--- src/rtl/core/tsc_pkg.sv ---
// Shared types, widths and constants of the thermocouple sample conditioner.
`timescale 1ns / 1ps
`default_nettype none

package tsc_pkg;

	localparam int TEMP_W     = 12;
	localparam int CJ_W       = 8;
	localparam int FAULT_W    = 4;
	localparam int TIME_W     = 16;
	localparam int STREAK_W   = 8;
	localparam int CFG_DATA_W = 16;
	localparam int CFG_IDX_W  = 1;

	localparam logic [CFG_IDX_W-1:0] REG_BLANK_WINDOW = 1'b0;
	localparam logic [CFG_IDX_W-1:0] REG_STREAK_NEEDED = 1'b1;

	localparam logic [TIME_W-1:0]   BLANK_RESET  = 16'd100;
	localparam logic [STREAK_W-1:0] STREAK_RESET = 8'd2;
	localparam logic [STREAK_W-1:0] RUN_MAX      = 8'd255;
	localparam logic [1:0]          MED_FULL     = 2'd3;
	localparam logic [1:0]          MED_LAST     = 2'd2;

	typedef enum logic [2:0] {
		ST_IDLE,
		ST_MEDIAN,
		ST_UPDATE,
		ST_DIV_INIT,
		ST_DIVIDE,
		ST_FIX,
		ST_DONE
	} state_t;

	typedef struct packed {
		logic capture;
		logic median;
		logic update;
		logic div_init;
		logic div_step;
		logic div_fix;
		logic out_load;
	} cmd_t;

	typedef struct packed {
		logic accepted;
		logic div_last;
		logic out_free;
	} sts_t;

	// Median of three signed values.
	function automatic logic signed [TEMP_W-1:0] mid3(
		input logic signed [TEMP_W-1:0] a,
		input logic signed [TEMP_W-1:0] b,
		input logic signed [TEMP_W-1:0] c
	);
		logic signed [TEMP_W-1:0] lo;
		logic signed [TEMP_W-1:0] hi;
		logic signed [TEMP_W-1:0] hc;
		lo = (a < b) ? a : b;
		hi = (a < b) ? b : a;
		hc = (hi < c) ? hi : c;
		return (lo > hc) ? lo : hc;
	endfunction

endpackage

`default_nettype wire

--- src/rtl/core/tsc_sample_if.sv ---
// Input channel carrying one thermocouple read per transfer.
`timescale 1ns / 1ps
`default_nettype none

interface tsc_sample_if;
	logic                                valid;
	logic                                ready;
	logic signed [tsc_pkg::TEMP_W-1:0]   hot_temp;
	logic signed [tsc_pkg::CJ_W-1:0]     cold_temp;
	logic                                fault_any;
	logic                                short_vcc;
	logic                                short_gnd;
	logic                                open_circuit;
	logic                                relay_res_mode;
	logic        [tsc_pkg::TIME_W-1:0]   ms_since_switch;

	modport source (
		output valid, hot_temp, cold_temp, fault_any, short_vcc, short_gnd,
		       open_circuit, relay_res_mode, ms_since_switch,
		input  ready
	);
	modport sink (
		input  valid, hot_temp, cold_temp, fault_any, short_vcc, short_gnd,
		       open_circuit, relay_res_mode, ms_since_switch,
		output ready
	);
endinterface

`default_nettype wire

--- src/rtl/core/tsc_result_if.sv ---
// Output channel carrying one conditioned result per transfer.
`timescale 1ns / 1ps
`default_nettype none

interface tsc_result_if;
	logic                                valid;
	logic                                ready;
	logic signed [tsc_pkg::TEMP_W-1:0]   reported_temp;
	logic        [tsc_pkg::FAULT_W-1:0]  fault_bits;
	logic signed [tsc_pkg::CJ_W-1:0]     junction_temp;
	logic                                fresh;

	modport source (
		output valid, reported_temp, fault_bits, junction_temp, fresh,
		input  ready
	);
	modport sink (
		input  valid, reported_temp, fault_bits, junction_temp, fresh,
		output ready
	);
endinterface

`default_nettype wire

--- src/rtl/core/tsc_ctrl.sv ---
// Sequencing state machine of the sample conditioner.
`timescale 1ns / 1ps
`default_nettype none

module tsc_ctrl (
	input  logic          clk,
	input  logic          arst_n,
	input  logic          in_valid,
	output logic          in_ready,
	input  tsc_pkg::sts_t sts,
	output tsc_pkg::cmd_t cmd
);
	import tsc_pkg::*;

	state_t state_q;
	state_t state_d;

	always_ff @(posedge clk or negedge arst_n) begin
		if (!arst_n) begin
			state_q <= ST_IDLE;
		end else begin
			state_q <= state_d;
		end
	end

	always_comb begin
		state_d = state_q;
		unique case (state_q)
			ST_IDLE: begin
				if (in_valid) state_d = ST_MEDIAN;
			end
			ST_MEDIAN: begin
				state_d = sts.accepted ? ST_UPDATE : ST_DONE;
			end
			ST_UPDATE:   state_d = ST_DIV_INIT;
			ST_DIV_INIT: state_d = ST_DIVIDE;
			ST_DIVIDE: begin
				if (sts.div_last) state_d = ST_FIX;
			end
			ST_FIX:      state_d = ST_DONE;
			ST_DONE: begin
				if (sts.out_free) state_d = ST_IDLE;
			end
			default:     state_d = ST_IDLE;
		endcase
	end

	always_comb begin
		cmd      = '0;
		in_ready = 1'b0;
		unique case (state_q)
			ST_IDLE: begin
				in_ready    = 1'b1;
				cmd.capture = in_valid;
			end
			ST_MEDIAN:   cmd.median   = 1'b1;
			ST_UPDATE:   cmd.update   = 1'b1;
			ST_DIV_INIT: cmd.div_init = 1'b1;
			ST_DIVIDE:   cmd.div_step = 1'b1;
			ST_FIX:      cmd.div_fix  = 1'b1;
			ST_DONE:     cmd.out_load = sts.out_free;
			default: begin
			end
		endcase
	end

endmodule

`default_nettype wire

--- src/rtl/core/tsc_datapath.sv ---
// Datapath: classification, median history, moving average, divider and output register.
`timescale 1ns / 1ps
`default_nettype none

module tsc_datapath #(
	parameter int AVG_DEPTH = 10
) (
	input  logic                                  clk,
	input  logic                                  arst_n,
	input  logic                                  cfg_we,
	input  logic [tsc_pkg::CFG_IDX_W-1:0]         cfg_index,
	input  logic [tsc_pkg::CFG_DATA_W-1:0]        cfg_data,
	input  logic signed [tsc_pkg::TEMP_W-1:0]     hot_temp,
	input  logic signed [tsc_pkg::CJ_W-1:0]       cold_temp,
	input  logic                                  fault_any,
	input  logic                                  short_vcc,
	input  logic                                  short_gnd,
	input  logic                                  open_circuit,
	input  logic                                  relay_res_mode,
	input  logic [tsc_pkg::TIME_W-1:0]            ms_since_switch,
	input  tsc_pkg::cmd_t                         cmd,
	output tsc_pkg::sts_t                         sts,
	input  logic                                  out_ready,
	output logic                                  out_valid,
	output logic signed [tsc_pkg::TEMP_W-1:0]     reported_temp,
	output logic [tsc_pkg::FAULT_W-1:0]           fault_bits,
	output logic signed [tsc_pkg::CJ_W-1:0]       junction_temp,
	output logic                                  fresh
);
	import tsc_pkg::*;

	localparam int SUM_W  = TEMP_W + 1 + $clog2(AVG_DEPTH);
	localparam int CNT_W  = $clog2(AVG_DEPTH + 1);
	localparam int POS_W  = (AVG_DEPTH > 1) ? $clog2(AVG_DEPTH) : 1;
	localparam int STEP_W = $clog2(SUM_W + 1);
	localparam int REM_W  = CNT_W + 1;

	// Configuration registers.
	logic [TIME_W-1:0]   blank_q;
	logic [STREAK_W-1:0] streak_q;

	// Captured item.
	logic signed [TEMP_W-1:0] hot_q;
	logic signed [CJ_W-1:0]   cold_q;
	logic [FAULT_W-1:0]       faults_q;
	logic                     accepted_q;
	logic                     use_med_q;

	// Median history and valid run.
	logic signed [TEMP_W-1:0] hist_q [3];
	logic [1:0]               mpos_q;
	logic [1:0]               mcount_q;
	logic [STREAK_W-1:0]      run_q;
	logic signed [TEMP_W-1:0] tc_q;

	// Moving average.
	logic signed [TEMP_W-1:0] buf_q [AVG_DEPTH];
	logic signed [SUM_W-1:0]  sum_q;
	logic [POS_W-1:0]         pos_q;
	logic [CNT_W-1:0]         count_q;
	logic signed [TEMP_W-1:0] held_q;

	// Divider.
	logic                     neg_q;
	logic [SUM_W-1:0]         quo_q;
	logic [CNT_W-1:0]         rem_q;
	logic [STEP_W-1:0]        step_q;

	logic                     out_valid_q;

	logic [FAULT_W-1:0]       faults_c;
	logic                     valid_c;
	logic [STREAK_W-1:0]      run_next;
	logic [1:0]               mcount_next;
	logic [1:0]               mpos_next;
	logic                     avg_full;
	logic signed [TEMP_W-1:0] avg_old;
	logic [REM_W-1:0]         shifted;
	logic                     take;
	logic [SUM_W-1:0]         quo_signed;

	assign faults_c    = {open_circuit, short_gnd, short_vcc, fault_any};
	assign valid_c     = (faults_c == '0) && !relay_res_mode && (ms_since_switch >= blank_q);
	assign run_next    = (run_q != RUN_MAX) ? run_q + 1'b1 : run_q;
	assign mcount_next = (mcount_q != MED_FULL) ? mcount_q + 1'b1 : mcount_q;
	assign mpos_next   = (mpos_q == MED_LAST) ? 2'd0 : mpos_q + 1'b1;

	assign avg_full = (count_q == CNT_W'(AVG_DEPTH));
	assign avg_old  = avg_full ? buf_q[pos_q] : '0;

	// One restoring division step on the magnitude of the sum.
	assign shifted    = {rem_q, quo_q[SUM_W-1]};
	assign take       = (shifted >= {1'b0, count_q});
	assign quo_signed = neg_q ? (SUM_W'(0) - quo_q) : quo_q;

	assign sts.accepted = accepted_q;
	assign sts.div_last = (step_q == STEP_W'(1));
	assign sts.out_free = !out_valid_q || out_ready;

	always_ff @(posedge clk or negedge arst_n) begin
		if (!arst_n) begin
			blank_q  <= BLANK_RESET;
			streak_q <= STREAK_RESET;
		end else if (cfg_we) begin
			unique case (cfg_index)
				REG_BLANK_WINDOW:  blank_q  <= cfg_data[TIME_W-1:0];
				REG_STREAK_NEEDED: streak_q <= cfg_data[STREAK_W-1:0];
				default: begin
				end
			endcase
		end
	end

	always_ff @(posedge clk or negedge arst_n) begin
		if (!arst_n) begin
			accepted_q <= 1'b0;
			use_med_q  <= 1'b0;
			mpos_q     <= '0;
			mcount_q   <= '0;
			run_q      <= '0;
			sum_q      <= '0;
			pos_q      <= '0;
			count_q    <= '0;
			held_q     <= '0;
			neg_q      <= 1'b0;
			step_q     <= '0;
			out_valid_q <= 1'b0;
		end else begin
			if (cmd.capture) begin
				if (valid_c) begin
					run_q      <= run_next;
					mcount_q   <= mcount_next;
					mpos_q     <= mpos_next;
					use_med_q  <= (mcount_next == MED_FULL);
					accepted_q <= (run_next >= streak_q);
				end else begin
					run_q      <= '0;
					accepted_q <= 1'b0;
				end
			end
			if (cmd.update) begin
				sum_q <= sum_q - SUM_W'(avg_old) + SUM_W'(tc_q);
				if (!avg_full) count_q <= count_q + 1'b1;
				pos_q <= (pos_q == POS_W'(AVG_DEPTH - 1)) ? '0 : pos_q + 1'b1;
			end
			if (cmd.div_init) begin
				neg_q  <= sum_q[SUM_W-1];
				step_q <= STEP_W'(SUM_W);
			end else if (cmd.div_step) begin
				step_q <= step_q - 1'b1;
			end
			if (cmd.div_fix) begin
				held_q <= quo_signed[TEMP_W-1:0];
			end
			if (cmd.out_load) begin
				out_valid_q <= 1'b1;
			end else if (out_ready) begin
				out_valid_q <= 1'b0;
			end
		end
	end

	// Payload registers.
	always_ff @(posedge clk) begin
		if (cmd.capture) begin
			hot_q    <= hot_temp;
			cold_q   <= cold_temp;
			faults_q <= faults_c;
			if (valid_c) hist_q[mpos_q] <= hot_temp;
		end
		if (cmd.median) begin
			tc_q <= use_med_q ? mid3(hist_q[0], hist_q[1], hist_q[2]) : hot_q;
		end
		if (cmd.update) begin
			buf_q[pos_q] <= tc_q;
		end
		if (cmd.div_init) begin
			quo_q <= sum_q[SUM_W-1] ? (SUM_W'(0) - sum_q) : sum_q;
			rem_q <= '0;
		end else if (cmd.div_step) begin
			rem_q <= take ? CNT_W'(shifted - {1'b0, count_q}) : CNT_W'(shifted);
			quo_q <= {quo_q[SUM_W-2:0], take};
		end
		if (cmd.out_load) begin
			reported_temp <= held_q;
			fault_bits    <= faults_q;
			junction_temp <= cold_q;
			fresh         <= accepted_q;
		end
	end

	assign out_valid = out_valid_q;

endmodule

`default_nettype wire

--- src/rtl/core/thermocouple_sample_conditioner.sv ---
// Top level of the thermocouple sample conditioner.
`timescale 1ns / 1ps
`default_nettype none

// Conditions one thermocouple read per input transfer and returns exactly one
// result per read. A read is valid when no fault flag is set, the relay is in
// thermocouple mode and ms_since_switch has reached blank_window_ms. Valid reads
// pass through a three-point median (once three have been seen) and, after
// streak_needed consecutive valid reads, into an AVG_DEPTH-sample moving average
// whose sum is divided by the fill count, truncated toward zero. Otherwise the
// last average is repeated with fresh low. A read that updates the average
// passes median, update, divider setup, a restoring division of the SUM_W-bit
// sum (SUM_W = 13 + clog2(AVG_DEPTH)) that dominates at one quotient bit per
// cycle, and a sign fix before the next read is taken; other reads skip all
// but the median. The finished result waits in an output register while the
// next read is taken. The user must write configuration only while idle.
module thermocouple_sample_conditioner #(
	parameter int AVG_DEPTH = 10
) (
	input  logic                           clk,
	input  logic                           arst_n,
	input  logic                           cfg_we,
	input  logic [tsc_pkg::CFG_IDX_W-1:0]  cfg_index,
	input  logic [tsc_pkg::CFG_DATA_W-1:0] cfg_data,
	tsc_sample_if.sink                     samples,
	tsc_result_if.source                   results
);
	import tsc_pkg::*;

	cmd_t cmd;
	sts_t sts;

	tsc_ctrl u_ctrl (
		.clk      (clk),
		.arst_n   (arst_n),
		.in_valid (samples.valid),
		.in_ready (samples.ready),
		.sts      (sts),
		.cmd      (cmd)
	);

	tsc_datapath #(
		.AVG_DEPTH (AVG_DEPTH)
	) u_datapath (
		.clk             (clk),
		.arst_n          (arst_n),
		.cfg_we          (cfg_we),
		.cfg_index       (cfg_index),
		.cfg_data        (cfg_data),
		.hot_temp        (samples.hot_temp),
		.cold_temp       (samples.cold_temp),
		.fault_any       (samples.fault_any),
		.short_vcc       (samples.short_vcc),
		.short_gnd       (samples.short_gnd),
		.open_circuit    (samples.open_circuit),
		.relay_res_mode  (samples.relay_res_mode),
		.ms_since_switch (samples.ms_since_switch),
		.cmd             (cmd),
		.sts             (sts),
		.out_ready       (results.ready),
		.out_valid       (results.valid),
		.reported_temp   (results.reported_temp),
		.fault_bits      (results.fault_bits),
		.junction_temp   (results.junction_temp),
		.fresh           (results.fresh)
	);

endmodule

`default_nettype wire
--- src/flat_wrapper.sv ---
// flat-port wrapper written by rule: the top's interface ports become plain ports
module thermocouple_sample_conditioner_flat import tsc_pkg::*;
#(
	parameter int AVG_DEPTH = 10
)
  (clk, arst_n, cfg_we, cfg_index, cfg_data, samples_valid, samples_hot_temp, samples_cold_temp, samples_fault_any, samples_short_vcc, samples_short_gnd, samples_open_circuit, samples_relay_res_mode, samples_ms_since_switch, samples_ready, results_valid, results_reported_temp, results_fault_bits, results_junction_temp, results_fresh, results_ready);
  tsc_sample_if samples_i ();
  tsc_result_if results_i ();
  input  logic clk;
  input  logic arst_n;
  input  logic cfg_we;
  input  logic [tsc_pkg::CFG_IDX_W-1:0] cfg_index;
  input  logic [tsc_pkg::CFG_DATA_W-1:0] cfg_data;
  input wire logic [$bits(samples_i.valid)-1:0] samples_valid;
  input wire logic [$bits(samples_i.hot_temp)-1:0] samples_hot_temp;
  input wire logic [$bits(samples_i.cold_temp)-1:0] samples_cold_temp;
  input wire logic [$bits(samples_i.fault_any)-1:0] samples_fault_any;
  input wire logic [$bits(samples_i.short_vcc)-1:0] samples_short_vcc;
  input wire logic [$bits(samples_i.short_gnd)-1:0] samples_short_gnd;
  input wire logic [$bits(samples_i.open_circuit)-1:0] samples_open_circuit;
  input wire logic [$bits(samples_i.relay_res_mode)-1:0] samples_relay_res_mode;
  input wire logic [$bits(samples_i.ms_since_switch)-1:0] samples_ms_since_switch;
  output wire logic [$bits(samples_i.ready)-1:0] samples_ready;
  output wire logic [$bits(results_i.valid)-1:0] results_valid;
  output wire logic [$bits(results_i.reported_temp)-1:0] results_reported_temp;
  output wire logic [$bits(results_i.fault_bits)-1:0] results_fault_bits;
  output wire logic [$bits(results_i.junction_temp)-1:0] results_junction_temp;
  output wire logic [$bits(results_i.fresh)-1:0] results_fresh;
  input wire logic [$bits(results_i.ready)-1:0] results_ready;
  assign samples_i.valid = samples_valid;
  assign samples_i.hot_temp = samples_hot_temp;
  assign samples_i.cold_temp = samples_cold_temp;
  assign samples_i.fault_any = samples_fault_any;
  assign samples_i.short_vcc = samples_short_vcc;
  assign samples_i.short_gnd = samples_short_gnd;
  assign samples_i.open_circuit = samples_open_circuit;
  assign samples_i.relay_res_mode = samples_relay_res_mode;
  assign samples_i.ms_since_switch = samples_ms_since_switch;
  assign samples_ready = samples_i.ready;
  assign results_valid = results_i.valid;
  assign results_reported_temp = results_i.reported_temp;
  assign results_fault_bits = results_i.fault_bits;
  assign results_junction_temp = results_i.junction_temp;
  assign results_fresh = results_i.fresh;
  assign results_i.ready = results_ready;
  thermocouple_sample_conditioner #(.AVG_DEPTH(AVG_DEPTH)) u_core (.clk(clk), .arst_n(arst_n), .cfg_we(cfg_we), .cfg_index(cfg_index), .cfg_data(cfg_data), .samples(samples_i), .results(results_i));
endmodule
--- config.mk ---
export PLATFORM = sky130hd
export DESIGN_NAME = thermocouple_sample_conditioner_flat
export DESIGN_NICKNAME = d
export VERILOG_FILES = /design/src/rtl/core/tsc_pkg.sv /design/src/rtl/core/tsc_sample_if.sv /design/src/rtl/core/tsc_result_if.sv /design/src/rtl/core/tsc_ctrl.sv /design/src/rtl/core/tsc_datapath.sv /design/src/rtl/core/thermocouple_sample_conditioner.sv /design/src/flat_wrapper.sv
export SDC_FILE = /design/constraint.sdc
export NUM_CORES = 1
export LEC_CHECK = 0
export ABC_AREA = 1
export BUFFER_PORTS_ARGS = -buffer_cell sky130_fd_sc_hd__buf_2
export CAP_MARGIN = 20
export CORE_ASPECT_RATIO = 1.75
export CORE_MARGIN = 5
export CORE_UTILIZATION = 30
export DETAILED_ROUTE_END_ITERATION = 10
export SETUP_SLACK_MARGIN = 0.4
export SYNTH_ARGS = -nofsm -noshare
export SYNTH_HDL_FRONTEND = slang
export SYNTH_SLANG_ARGS = --single-unit
export TNS_END_PERCENT = 50
--- constraint.sdc ---
create_clock -name clk -period 5.85 [get_ports clk]
set_input_delay 1.17 -clock clk [delete_from_list [all_inputs] [get_ports clk]]
set_output_delay 1.17 -clock clk [all_outputs]
set_load 0.05 [all_outputs]
==> out/summary.txt, run 1 <==
RSZ-0062 raised after global routing: false
Share of cells above drive strength 1: 14.6%
GP Congestion: 0.849
Core area: 0.0533 mm2
Top-Level Pins: 90
CTS tree: built
Avg Inst Size Synth: 10.2 um2
CP arrival: 5.51 ns
Final nets: 1873
Final setup TNS: 0 ns
First-pass GRT wire length: 58.0 mm
Synth-to-layout area growth: 17.6%
Wire per inst: 15.3 um
Overall routed net length: 36.9 mm
Worst EP required: 6.17 ns
Fin. Hold Viols: 0
Largest net degree at the start of global routing: 48
CP Launch Type: flop
CP max FO: 12
Global route overflow: 0
DR DRC count: 0
Period minus WS final: 5.19 ns
Max VDD drop: 0.192 mV
Final number of setup-violating endpoints: 0
Via-to-Cell Ratio: 4.67
Crit. End Element: flop
Max Cap Viol: 0
Detailed Routing Iterations Pass 1: 6
# fillers: 5329
Die W: 185 um
PnR worst setup slack: 0.661 ns
Final Max Tran Viols: 0
Worst hold margin: 0.420 ns
Clk_lat worst skew: 0.57 ns
Syn Std Cell Area: 0.0161 mm2
Antenna diode count: 0
Root Buffer: clkbuf_16
Worst Skew: 0.0153 ns
First DRT Iteration DRCs: 644
Dominant cell type by count on the critical path: nand2_1
Clock buffer depth: 3
Slowest stage cell, crit path: edfxtp_1
Hold Path Class: reg -> reg
Htree depth: 1
GRT Total Usage: 12.2%
Initial antenna violation count: 0
FP Rows: 112
Vias in the first global route: 11400
Synth cell types: 49
Slew HR: 29.7%
Worst-margin pin slew: 1.05 ns
Fin util: 35.5%
Fin crit share: 88.7%
Primary FF master, synth: edfxtp_1
Worst-path clk slew: 0.06 ns
Total power: 8.42 mW
Total CTS buffers: 30
Cts hold-fix bufs: 0
PD cells: 446 mW/mm2
Static Leakage: 8.05 nW
CP max stage delay: 0.46 ns
Syn. warnings: 0
DRT antenna net count: 0
Mapped Nets: 1742
Height of the die: 316 um
Clock Sinks: 323
Via count: 11300
Max Fclk: 193 MHz
Post-synth EDFFs: 234
Pre-CTS setup slack: 0.140 ns
Post-synthesis register bit count: 323
Initial Utilization: 30.2%
Post-synth ARST share: 26.3%
Port buffer count: 89
Die area: 0.0584 mm2
Mapped Cells: 1575
Post-synthesis sequential area ratio: 57.5%
Worst Setup Path Type: reg -> reg
Status: finished clean
Post-DP HPWL: 27.6 mm
critical path: cells and delay by family, from the launching register on:
family / cells / cell delay, ns
flops: 1 / 0.46
buf+inv: 4 / 0.51
simple gates: 18 / 1.73
fa+ha+maj: 3 / 0.92
xor+xnor: 1 / 0.23
compound gates: 7 / 1.08
per-layer routing:
| metal | share of wire [%] | track usage [%] | up-vias |
|---|---|---|---|
| met1 | 36 | 12.6 | 5411 |
| met3 | 2.6 | 1.38 | 72 |
| met4 | 3.5 | 4.46 | 0 |
| met2 | 58 | 24.8 | 175 |
| li1 | - | - | 5601 |
| met5 | 0 | 0 | - |
path summary, 6_finish.rpt:
kind                                                                start                                        end  slack (ns)  depth (start not counted)
worst min-delay path              u_core.u_datapath.faults_q[1]$_DFFE_PP_  u_core.u_datapath.fault_bits[1]$_DFFE_PP_        0.42                          0
worst max-delay path            u_core.u_datapath.hist_q[0][11]$_DFFE_PP_        u_core.u_datapath.tc_q[7]$_DFFE_PP_        0.66                         33
min in group asynchronous                                          arst_n    u_core.u_datapath.out_valid$_DFFE_PN0P_        0.59                          1
worst max register to register  u_core.u_datapath.hist_q[0][11]$_DFFE_PP_        u_core.u_datapath.tc_q[7]$_DFFE_PP_        0.66                         33
worst min register to register    u_core.u_datapath.faults_q[1]$_DFFE_PP_  u_core.u_datapath.fault_bits[1]$_DFFE_PP_        0.42                          0
max in group asynchronous                                          arst_n    u_core.u_datapath.held_q[0]$_DFFE_PN0N_        4.24                          2
sequential cells by signal, summed over array words and instances (netlist names), 3 cells and up:
signal / flops
u_core.u_datapath.buf_q: 120
u_core.u_datapath.hist_q: 36
u_core.u_datapath.quo_q: 17
u_core.u_datapath.sum_q: 17
u_core.u_datapath.blank_q: 16
u_core.u_datapath.held_q: 12
u_core.u_datapath.hot_q: 12
u_core.u_datapath.reported_temp: 12
u_core.u_datapath.tc_q: 12
u_core.u_datapath.cold_q: 8
u_core.u_datapath.junction_temp: 8
u_core.u_datapath.run_q: 8
u_core.u_datapath.streak_q: 8
u_core.u_datapath.step_q: 5
u_core.u_datapath.count_q: 4
u_core.u_datapath.fault_bits: 4
u_core.u_datapath.faults_q: 4
u_core.u_datapath.pos_q: 4
u_core.u_datapath.rem_q: 4
u_core.u_ctrl.state_q: 3
Yosys cell counts, types with 3 or more instances:
cell      number  area share (%)
a21oi_1       62             1.9
a22oi_1       24             1.1
a31oi_1       18            0.70
and2_1        11            0.43
buf_1          3           0.070
buf_4          3            0.14
clkbuf_1      36            0.84
clkinv_1       5            0.12
dfrtp_1       81              13
dfstp_2        4            0.65
dfxtp_1        4            0.50
edfxtp_1     234              44
fa_1          17             2.1
ha_1          87             6.8
inv_1        222             5.2
nand2_1      267             6.2
nand2_2        7            0.27
nand3_1       91             2.8
nand3_2       12            0.75
nand4_1        8            0.31
nor2_1       105             2.5
nor3_1        24            0.75
nor4_1         4            0.16
o211ai_1       4            0.19
o21ai_0      154             4.8
o21ai_1        4            0.12
o21bai_1       4            0.19
o22ai_1        6            0.23
o31ai_1        3            0.14
or2_2          5            0.19
xnor2_1       12            0.65
xor2_1        30             1.6
cells by family (layout without fill, tap and decap cells):
| logic type | Yosys count | after routing | share of synthesized area (%) |
|---|---|---|---|
| AND/OR/NAND/NOR | 541 | 541 | 14.7 |
| flip-flops | 323 | 323 | 57.5 |
| AO/OA/AOI/OAI | 292 | 292 | 10.1 |
| buffers and inverters | 273 | 426 | 6.51 |
| adder cells (fa/ha/maj) | 104 | 104 | 8.90 |
| XOR/XNOR | 42 | 42 | 2.29 |
power by group:
group / internal [mW] / switching (mW)
clock network: 1.14 / 0.851
logic: 1.10 / 2.02
registers: 3.00 / 0.313
layout make-up:
class,instances,area (um2),share of cell area [%]
Multi-Input combinational cell,979,5990,31.7
Clock buffer,32,779,4.13
Inverter,228,868,4.60
Sequential cell,323,9240,48.9
Timing Repair Buffer,143,927,4.91
Tap cell,684,856,4.53
Clock inverter,22,224,1.19
Timing Repair inverter,1,8.76,0.0464
metrics by stage:
stage | area (um2) | instances
after floorplan | 16100 | 1575
after global placement | 17400 | 2336
after detailed placement | 17400 | 2336
after CTS | 18500 | 2390
after global routing | 18900 | 2412
final | 18900 | 2412
layout by cell type, fill, tap and decap left out, types with 22 or more instances in the layout:
master,instances
nand2_1,264
edfxtp_1,234
inv_1,218
o21ai_0,145
nor2_1,104
buf_2,88
nand3_1,86
ha_1,83
dfrtp_1,81
a21oi_1,60
buf_4,49
clkbuf_16,32
xor2_1,30
a22oi_1,24
nor3_1,22
what timing repair did:
action,4_1_cts,5_1_grt
pin swaps,1,17
endpoints found under the setup margin,12,12
resized for setup,9,46
buffers inserted,0,19
gates cloned,0,2
Note: power is estimated with default switching activity, not from simulation.
==> run 2: changes to the inputs <==
--- a/config.mk
+++ b/config.mk
@@ -8,9 +8,9 @@
 export ABC_AREA = 1
 export BUFFER_PORTS_ARGS = -buffer_cell sky130_fd_sc_hd__buf_2
 export CAP_MARGIN = 20
-export CORE_ASPECT_RATIO = 1.75
 export CORE_MARGIN = 5
 export CORE_UTILIZATION = 30
+export CTS_BUF_LIST = sky130_fd_sc_hd__clkbuf_4
 export DETAILED_ROUTE_END_ITERATION = 10
 export SETUP_SLACK_MARGIN = 0.4
 export SYNTH_ARGS = -nofsm -noshare
==> run 2 against run 1 <==
Global-route usage about the same. Combinational power shrank 2%. Fmax is essentially flat.
==> out/summary.txt, run 2 (synthesized netlist as in run 1, its figures left out) <==
Root Buffer: clkbuf_4
DRT antenna net count: 0 (unchanged)
Clk_lat worst skew: 0.73 ns (+0.16 ns)
Max FFs per register: 120 (unchanged)
Global route overflow: 0 (unchanged)
Port buffer count: 89 (unchanged)
Most common cell after layout, fill and taps aside: nand2_1
Max VDD drop: 0.174 mV (-9.5%)
Vias in the first global route: 11800 (+3.1%)
Die area: 0.0583 mm2 (-0.31%)
Area after DPL: 0.0174 mm2 (-0.34%)
Worst EP required: 6.32 ns (+0.15 ns)
CP max FO: 16 (+4)
Slew HR: 27.6% (-2.0 points)
Final setup TNS: 0 ns (unchanged)
Register area: 0.00924 mm2 (unchanged)
Worst Skew: 0.0301 ns (+0.0148 ns)
Period minus WS final: 5.19 ns (+0.00441 ns)
Pre-CTS setup slack: 0.105 ns (-0.0343 ns)
Top Registers: u_core.u_datapath.buf_q: 120 flops, u_core.u_datapath.hist_q: 36 flops
Static Leakage: 8.18 nW (+1.7%)
Final instance area: 0.0189 mm2 (about the same)
PD cells: 451 mW/mm2 (+1.1%)
Worst-path clk slew: 0.07 ns (about the same)
Initial Utilization: 30.4% (+0.28 points)
Via count: 11500 (+2.2%)
Dominant cell type by count on the critical path: nand2_1
GRT Total Usage: 12.2% (-0.027 points)
Area of the multi-input gates: 0.00595 mm2 (-0.63%)
Height of the die: 241 um (-24%)
First-pass GRT wire length: 58.3 mm (+0.44%)
Final Max Tran Viols: 0 (unchanged)
Initial antenna violation count: 2 (+2)
Reg-to-Reg Start: u_core.u_datapath.hist_q[1][11]$_DFFE_PP_
Worst Setup Path Type: reg -> reg
PnR worst setup slack: 0.657 ns (-0.00441 ns)
Largest net degree at the start of global routing: 65 (+35%)
Post-DP HPWL: 25.6 mm (-7.3%)
Detailed Routing Iterations Pass 1: 5 (-1)
Most flop-heavy register: u_core.u_datapath.buf_q
Fin util: 35.8% (+0.35 points)
Final nets: 1911 (+2.0%)
Share of cells above drive strength 1: 18.1% (+3.5 points)
CP Launch Type: flop
FP Rows: 84 (-25%)
Clock buffer depth: 3 (unchanged)
Core area: 0.0528 mm2 (-0.92%)
DR DRC count: 0 (unchanged)
Htree depth: 3 (+2)
Fin crit share: 88.8% (about the same)
Final number of setup-violating endpoints: 0 (unchanged)
Wire per inst: 14.3 um (-6.5%)
Crit. End Element: flop
Top-Level Pins: 90 (unchanged)
Status: finished clean
Synth-to-layout area growth: 17.7% (about the same)
Reg2Reg Depth: 36 (+9.1%)
Clock Sinks: 323 (unchanged)
Die W: 241 um (+31%)
CP max stage delay: 0.37 ns (-0.09 ns)
Total CTS buffers: 83 (+180%)
First DRT Iteration DRCs: 628 (-2.5%)
Fin. Hold Viols: 0 (unchanged)
# fillers: 5309 (-0.38%)
Worst-margin pin slew: 1.08 ns (+0.0327 ns)
Max Cap Viol: 0 (unchanged)
Worst hold margin: 0.322 ns (-0.0979 ns)
Reg2reg end: u_core.u_datapath.tc_q[1]$_DFFE_PP_
Overall routed net length: 35.8 mm (-3.0%)
GP Congestion: 0.844 (-0.59%)
Reg2Reg Setup Slack: 0.66 ns (about the same)
Max Fclk: 193 MHz (about the same)
CP arrival: 5.67 ns (+0.16 ns)
CTS tree: built
Hold Path Class: in -> async
Slowest stage cell, crit path: edfxtp_1
RSZ-0062 raised after global routing: true
Most frequent cells in the layout: 266 x nand2_1, 234 x edfxtp_1, 222 x inv_1
Via-to-Cell Ratio: 4.60 (-1.5%)
-- run 2: final cells by class --
cell class	instances	share of cell area [%]
multi-input cells	980	31.5
repair buffers	128	4.28
well taps	688	4.55
clock inverters	13	0.675
inverters	228	4.55
flip-flops and latches	323	48.9
diodes	2	0.0265
clock buffers	140	5.56
-- run 2: where the power goes --
group          total [mW]  switching, mW  internal, mW
combinational        3.07           2.00          1.08
clock                2.10          0.897          1.20
sequential           3.35          0.351          3.00
total                8.53           3.25          5.28
-- run 2: per-layer routing --
metal  GRT usage, %  part of all wire (%)  vias to the layer above
met1           15.2                    44                     5473
met2           21.2                    50                      196
met5              0                     0                        -
met3           2.78                   3.9                       76
li1               -                     -                     5764
met4           3.98                   2.4                        0
-- run 2: worst max-delay path by stage --
| stage | startpoint | endpoint | cells past startpoint |
|---|---|---|---|
| 6_report | u_core.u_datapath.hist_q[1][11]$_DFFE_PP_ | u_core.u_datapath.tc_q[1]$_DFFE_PP_ | 36 |
| 4_1_cts | u_core.u_datapath.hist_q[0][11]$_DFFE_PP_ | u_core.u_datapath.tc_q[1]$_DFFE_PP_ | 32 |
| 2_1_floorplan | u_core.u_datapath.hist_q[0][11]$_DFFE_PP_ | u_core.u_datapath.tc_q[0]$_DFFE_PP_ | 35 |
| 3_3_place_gp | u_core.u_datapath.hist_q[0][11]$_DFFE_PP_ | u_core.u_datapath.tc_q[1]$_DFFE_PP_ | 33 |
| 5_1_grt | u_core.u_datapath.hist_q[0][11]$_DFFE_PP_ | u_core.u_datapath.tc_q[1]$_DFFE_PP_ | 35 |
| 3_5_place_dp | u_core.u_datapath.hist_q[0][11]$_DFFE_PP_ | u_core.u_datapath.tc_q[4]$_DFFE_PP_ | 31 |
-- run 2: critical path, delay by kind of cell (launching register included) --
kind	cells	cell delay (ns)
simple gates	20	1.87
compound gates	5	0.92
fa+ha+maj	3	0.80
buf+inv	7	0.72
flops	1	0.37
xor+xnor	1	0.28
-- run 2: repair_timing --
action,4_1_cts,5_1_grt
cloned,0,2
resized for setup,7,32
pin swaps,2,11
setup buffers,1,13
endpoints found under the setup margin,12,13
hold buffers,0,0
-- run 2: per-stage QoR --
step	std cells	total power, mW
final	2502	8.53
after CTS	2481	8.62
after global placement	2324	6.36
after floorplan	1575	5.57
after global routing	2502	9.22
after detailed placement	2327	6.47
==> run 3: changes to the inputs <==
--- a/config.mk
+++ b/config.mk
@@ -12,8 +12,10 @@
 export CORE_UTILIZATION = 30
 export CTS_BUF_LIST = sky130_fd_sc_hd__clkbuf_4
 export DETAILED_ROUTE_END_ITERATION = 10
+export MAX_ROUTING_LAYER = met4
 export SETUP_SLACK_MARGIN = 0.4
 export SYNTH_ARGS = -nofsm -noshare
 export SYNTH_HDL_FRONTEND = slang
+export SYNTH_HIERARCHICAL = 1
 export SYNTH_SLANG_ARGS = --single-unit
 export TNS_END_PERCENT = 50
==> run 3 against run 2 <==
Worst setup slack improved by 0.036 ns. Synthesized cell count rose by 0.76%. Total power rose by 0.64%. Via count rose by 1.2%. Combinational power rose by 3%. Fmax rose by 0.69%. Critical path depth fell by 3. Clock power barely moved. Sequential cell count did not move. Utilization fell by 0.42 points. Largest cell class unchanged. Largest power group unchanged. Highest routed layer unchanged.
==> out/summary.txt, run 3 <==
Root Buffer: clkbuf_4
Most flop-heavy register: u_core/u_datapath/buf_q
Height of the die: 242 um (+0.39%)
Dominant cell type by count on the critical path: nand2_1
DRT antenna net count: 0 (unchanged)
Most common cell after layout, fill and taps aside: nand2_1
Fin util: 35.4% (-0.42 points)
Wire per inst: 14.3 um (about the same)
Share of cells above drive strength 1: 18.4% (+0.27 points)
Compound-gate portion of the synthesized area: 10.2% (+0.080 points)
Avg Inst Size Synth: 10.2 um2 (about the same)
Delay-heaviest family, CP: simple AND/OR/NAND/NOR gates
Clock Sinks: 323 (unchanged)
Hold Path Class: in -> async
Worst Skew: 0.0461 ns (+0.0160 ns)
Core area: 0.0536 mm2 (+1.6%)
Vias in the first global route: 11700 (-0.58%)
Period minus WS final: 5.16 ns (-0.0356 ns)
PD cells: 452 mW/mm2 (+0.23%)
Syn Std Cell Area: 0.0162 mm2 (+0.83%)
Cell accounting for the most synthesized area: edfxtp_1
Final nets: 1925 (+0.73%)
Static Leakage: 8.17 nW (-0.22%)
Worst EP required: 6.31 ns (about the same)
Die area: 0.0587 mm2 (+0.79%)
Final number of setup-violating endpoints: 0 (unchanged)
Fraction of synthesized cell area in xor and xnor cells: 2.38% (+0.089 points)
Max Cap Viol: 0 (unchanged)
Clk_lat worst skew: 0.75 ns (+0.02 ns)
CP arrival: 5.62 ns (-0.05 ns)
Post-Synth Simple-Gate Area: 14.9% (+0.16 points)
GRT Total Usage: 12.3% (+0.12 points)
Max FFs per register: 120 (unchanged)
First-pass GRT wire length: 58.3 mm (about the same)
Crit. End Element: flop
Detailed Routing Iterations Pass 1: 5 (unchanged)
Post-synth top cells: 269 x nand2_1, 234 x edfxtp_1, 221 x inv_1
Synth area leaders: edfxtp_1 43%, dfrtp_1 13%, ha_1 6.7%, nand2_1 6.2%, inv_1 5.1%
Die W: 242 um (+0.39%)
Top Registers: u_core/u_datapath/buf_q: 120 flops, u_core/u_datapath/hist_q: 36 flops
Slowest stage cell, crit path: edfxtp_1
Mux cell area share after synthesis: 0% (unchanged)
Overall routed net length: 36.1 mm (+0.78%)
Max Fclk: 194 MHz (+0.69%)
Post-synthesis register bit count: 323 (unchanged)
FP Rows: 85 (+1.2%)
Synth cell types: 49 (unchanged)
Most frequent cells in the layout: 266 x nand2_1, 234 x edfxtp_1, 221 x inv_1
Mapped Nets: 1754 (+0.69%)
First DRT Iteration DRCs: 597 (-4.9%)
Total power: 8.58 mW (+0.64%)
Syn. warnings: 6 (+6)
Initial Utilization: 30.2% (-0.23 points)
CP Launch Type: flop
Final setup TNS: 0 ns (unchanged)
Top-Level Pins: 90 (unchanged)
Post-synth ARST share: 26.3% (unchanged)
Worst Setup Path Type: reg -> reg
Post-synthesis adder-cell area fraction: 8.82% (-0.073 points)
CP max FO: 9 (-7)
Placed Cells: 2346 (+0.82%)
Status: finished clean
Worst-margin pin slew: 1.01 ns (-0.0674 ns)
CTS tree: built
GP Congestion: 0.844 (about the same)
DR DRC count: 0 (unchanged)
Pre-CTS setup slack: 0.0736 ns (-0.0317 ns)
Largest net degree at the start of global routing: 59 (-9.2%)
Final instance area: 0.0190 mm2 (+0.41%)
Htree depth: 3 (unchanged)
Port buffer count: 89 (unchanged)
Max VDD drop: 0.207 mV (+19%)
Final Max Tran Viols: 0 (unchanged)
Dominant cell by count in the synthesized netlist: nand2_1
Synth-to-layout area growth: 17.2%
Post-synthesis sequential area ratio: 57.1% (-0.47 points)
Area after DPL: 0.0175 mm2 (+0.52%)
Total CTS buffers: 86 (+3.6%)
Non-filler cells, final: 2520 (+0.72%)
Initial antenna violation count: 1 (-1)
Area share of the largest cell type after synthesis: 43.4% (-0.36 points)
PnR worst setup slack: 0.692 ns (+0.0356 ns)
Cts hold-fix bufs: 0 (unchanged)
RSZ-0062 raised after global routing: false
Worst hold margin: 0.334 ns (+0.0125 ns)
CP max stage delay: 0.44 ns (+0.07 ns)
Clock buffer depth: 3 (unchanged)
Worst path bufs/invs: 3 (-4)
Via count: 11600 (+1.2%)
Via-to-Cell Ratio: 4.62 (+0.45%)
Post-DP HPWL: 25.5 mm (-0.30%)
Fin crit share: 88.2% (-0.61 points)
Largest family of logic cells by synthesized area: simple AND/OR/NAND/NOR gates
Worst-path clk slew: 0.07 ns (about the same)
Primary FF master, synth: edfxtp_1
Global route overflow: 0 (unchanged)
Post-synth EDFFs: 234 (unchanged)
Fin. Hold Viols: 0 (unchanged)
Slew HR: 32.2% (+4.5 points)
Mapped Cells: 1587 (+0.76%)
run 3: logic make-up (layout without fill, tap and decap cells):
group / count (synthesis) / count (layout)
compound gates: 295 / 295
xor+xnor: 44 / 44
fa+ha+maj: 104 / 104
buf+inv: 275 / 509
flops: 323 / 323
other cells: 0 / 1
simple gates: 546 / 548
run 3: per-layer routing:
metal,vias to the layer above,track usage [%],wire length (um)
met4,0,3.94,643
met3,52,2.98,1600
met5,-,-,0
met2,239,20.5,17900
li1,5797,-,-
met1,5556,14.8,16000
run 3: final cells by class:
cell class                 instances  area, um2
antenna                            1       2.50
clock inverter                    19        163
timing repair buffer             128        771
inverter                         228        856
fill                            5417      34600
sequential                       323       9240
clock buffer                     134       1010
multi-input combinational        991       6070
tap                              696        871
run 3: final timing paths:
kind	from	end	depth (start not counted)	slack [ns]
worst max-delay path	u_core/u_datapath/hist_q[0][11]$_DFFE_PP_	u_core/u_datapath/tc_q[10]$_DFFE_PP_	33	0.69
worst min-delay path	arst_n	u_core/u_datapath/neg_q$_DFFE_PN0P_	1	0.33
worst max register to register	u_core/u_datapath/hist_q[0][11]$_DFFE_PP_	u_core/u_datapath/tc_q[10]$_DFFE_PP_	33	0.69
worst min register to register	u_core/u_datapath/cold_q[4]$_DFFE_PP_	u_core/u_datapath/junction_temp[4]$_DFFE_PP_	0	0.39
max in group asynchronous	arst_n	u_core/u_datapath/mcount_q[0]$_DFFE_PN0P_	2	4.36
min in group clk	u_core/u_datapath/cold_q[4]$_DFFE_PP_	u_core/u_datapath/junction_temp[4]$_DFFE_PP_	0	0.39
run 3: where the power goes:
part           switching, mW  total, mW  leakage [nW]  internal, mW
logic                   2.06       3.15          4.28          1.09
clock network          0.903       2.07         0.692          1.17
registers              0.357       3.36          3.19          3.00
run 3: timing repair:
| action | in CTS | in global routing |
|---|---|---|
| resized for setup | 6 | 37 |
| pin swaps | 0 | 12 |
| endpoints found under the setup margin | 12 | 12 |
| gates cloned | 0 | 2 |
| hold endpoints to repair | 0 | 0 |
| buffers inserted | 0 | 13 |
run 3: worst register-to-register path: cells and delay by family (launching register included):
| family | cells | cell delay [ns] |
|---|---|---|
| and+or+nand+nor | 21 | 2.24 |
| adders and majority gates | 3 | 0.91 |
| DFF | 1 | 0.44 |
| AOI/OAI and AO/OA | 5 | 0.78 |
| buffers and inverters | 3 | 0.29 |
| xor gates and xnor gates | 1 | 0.22 |
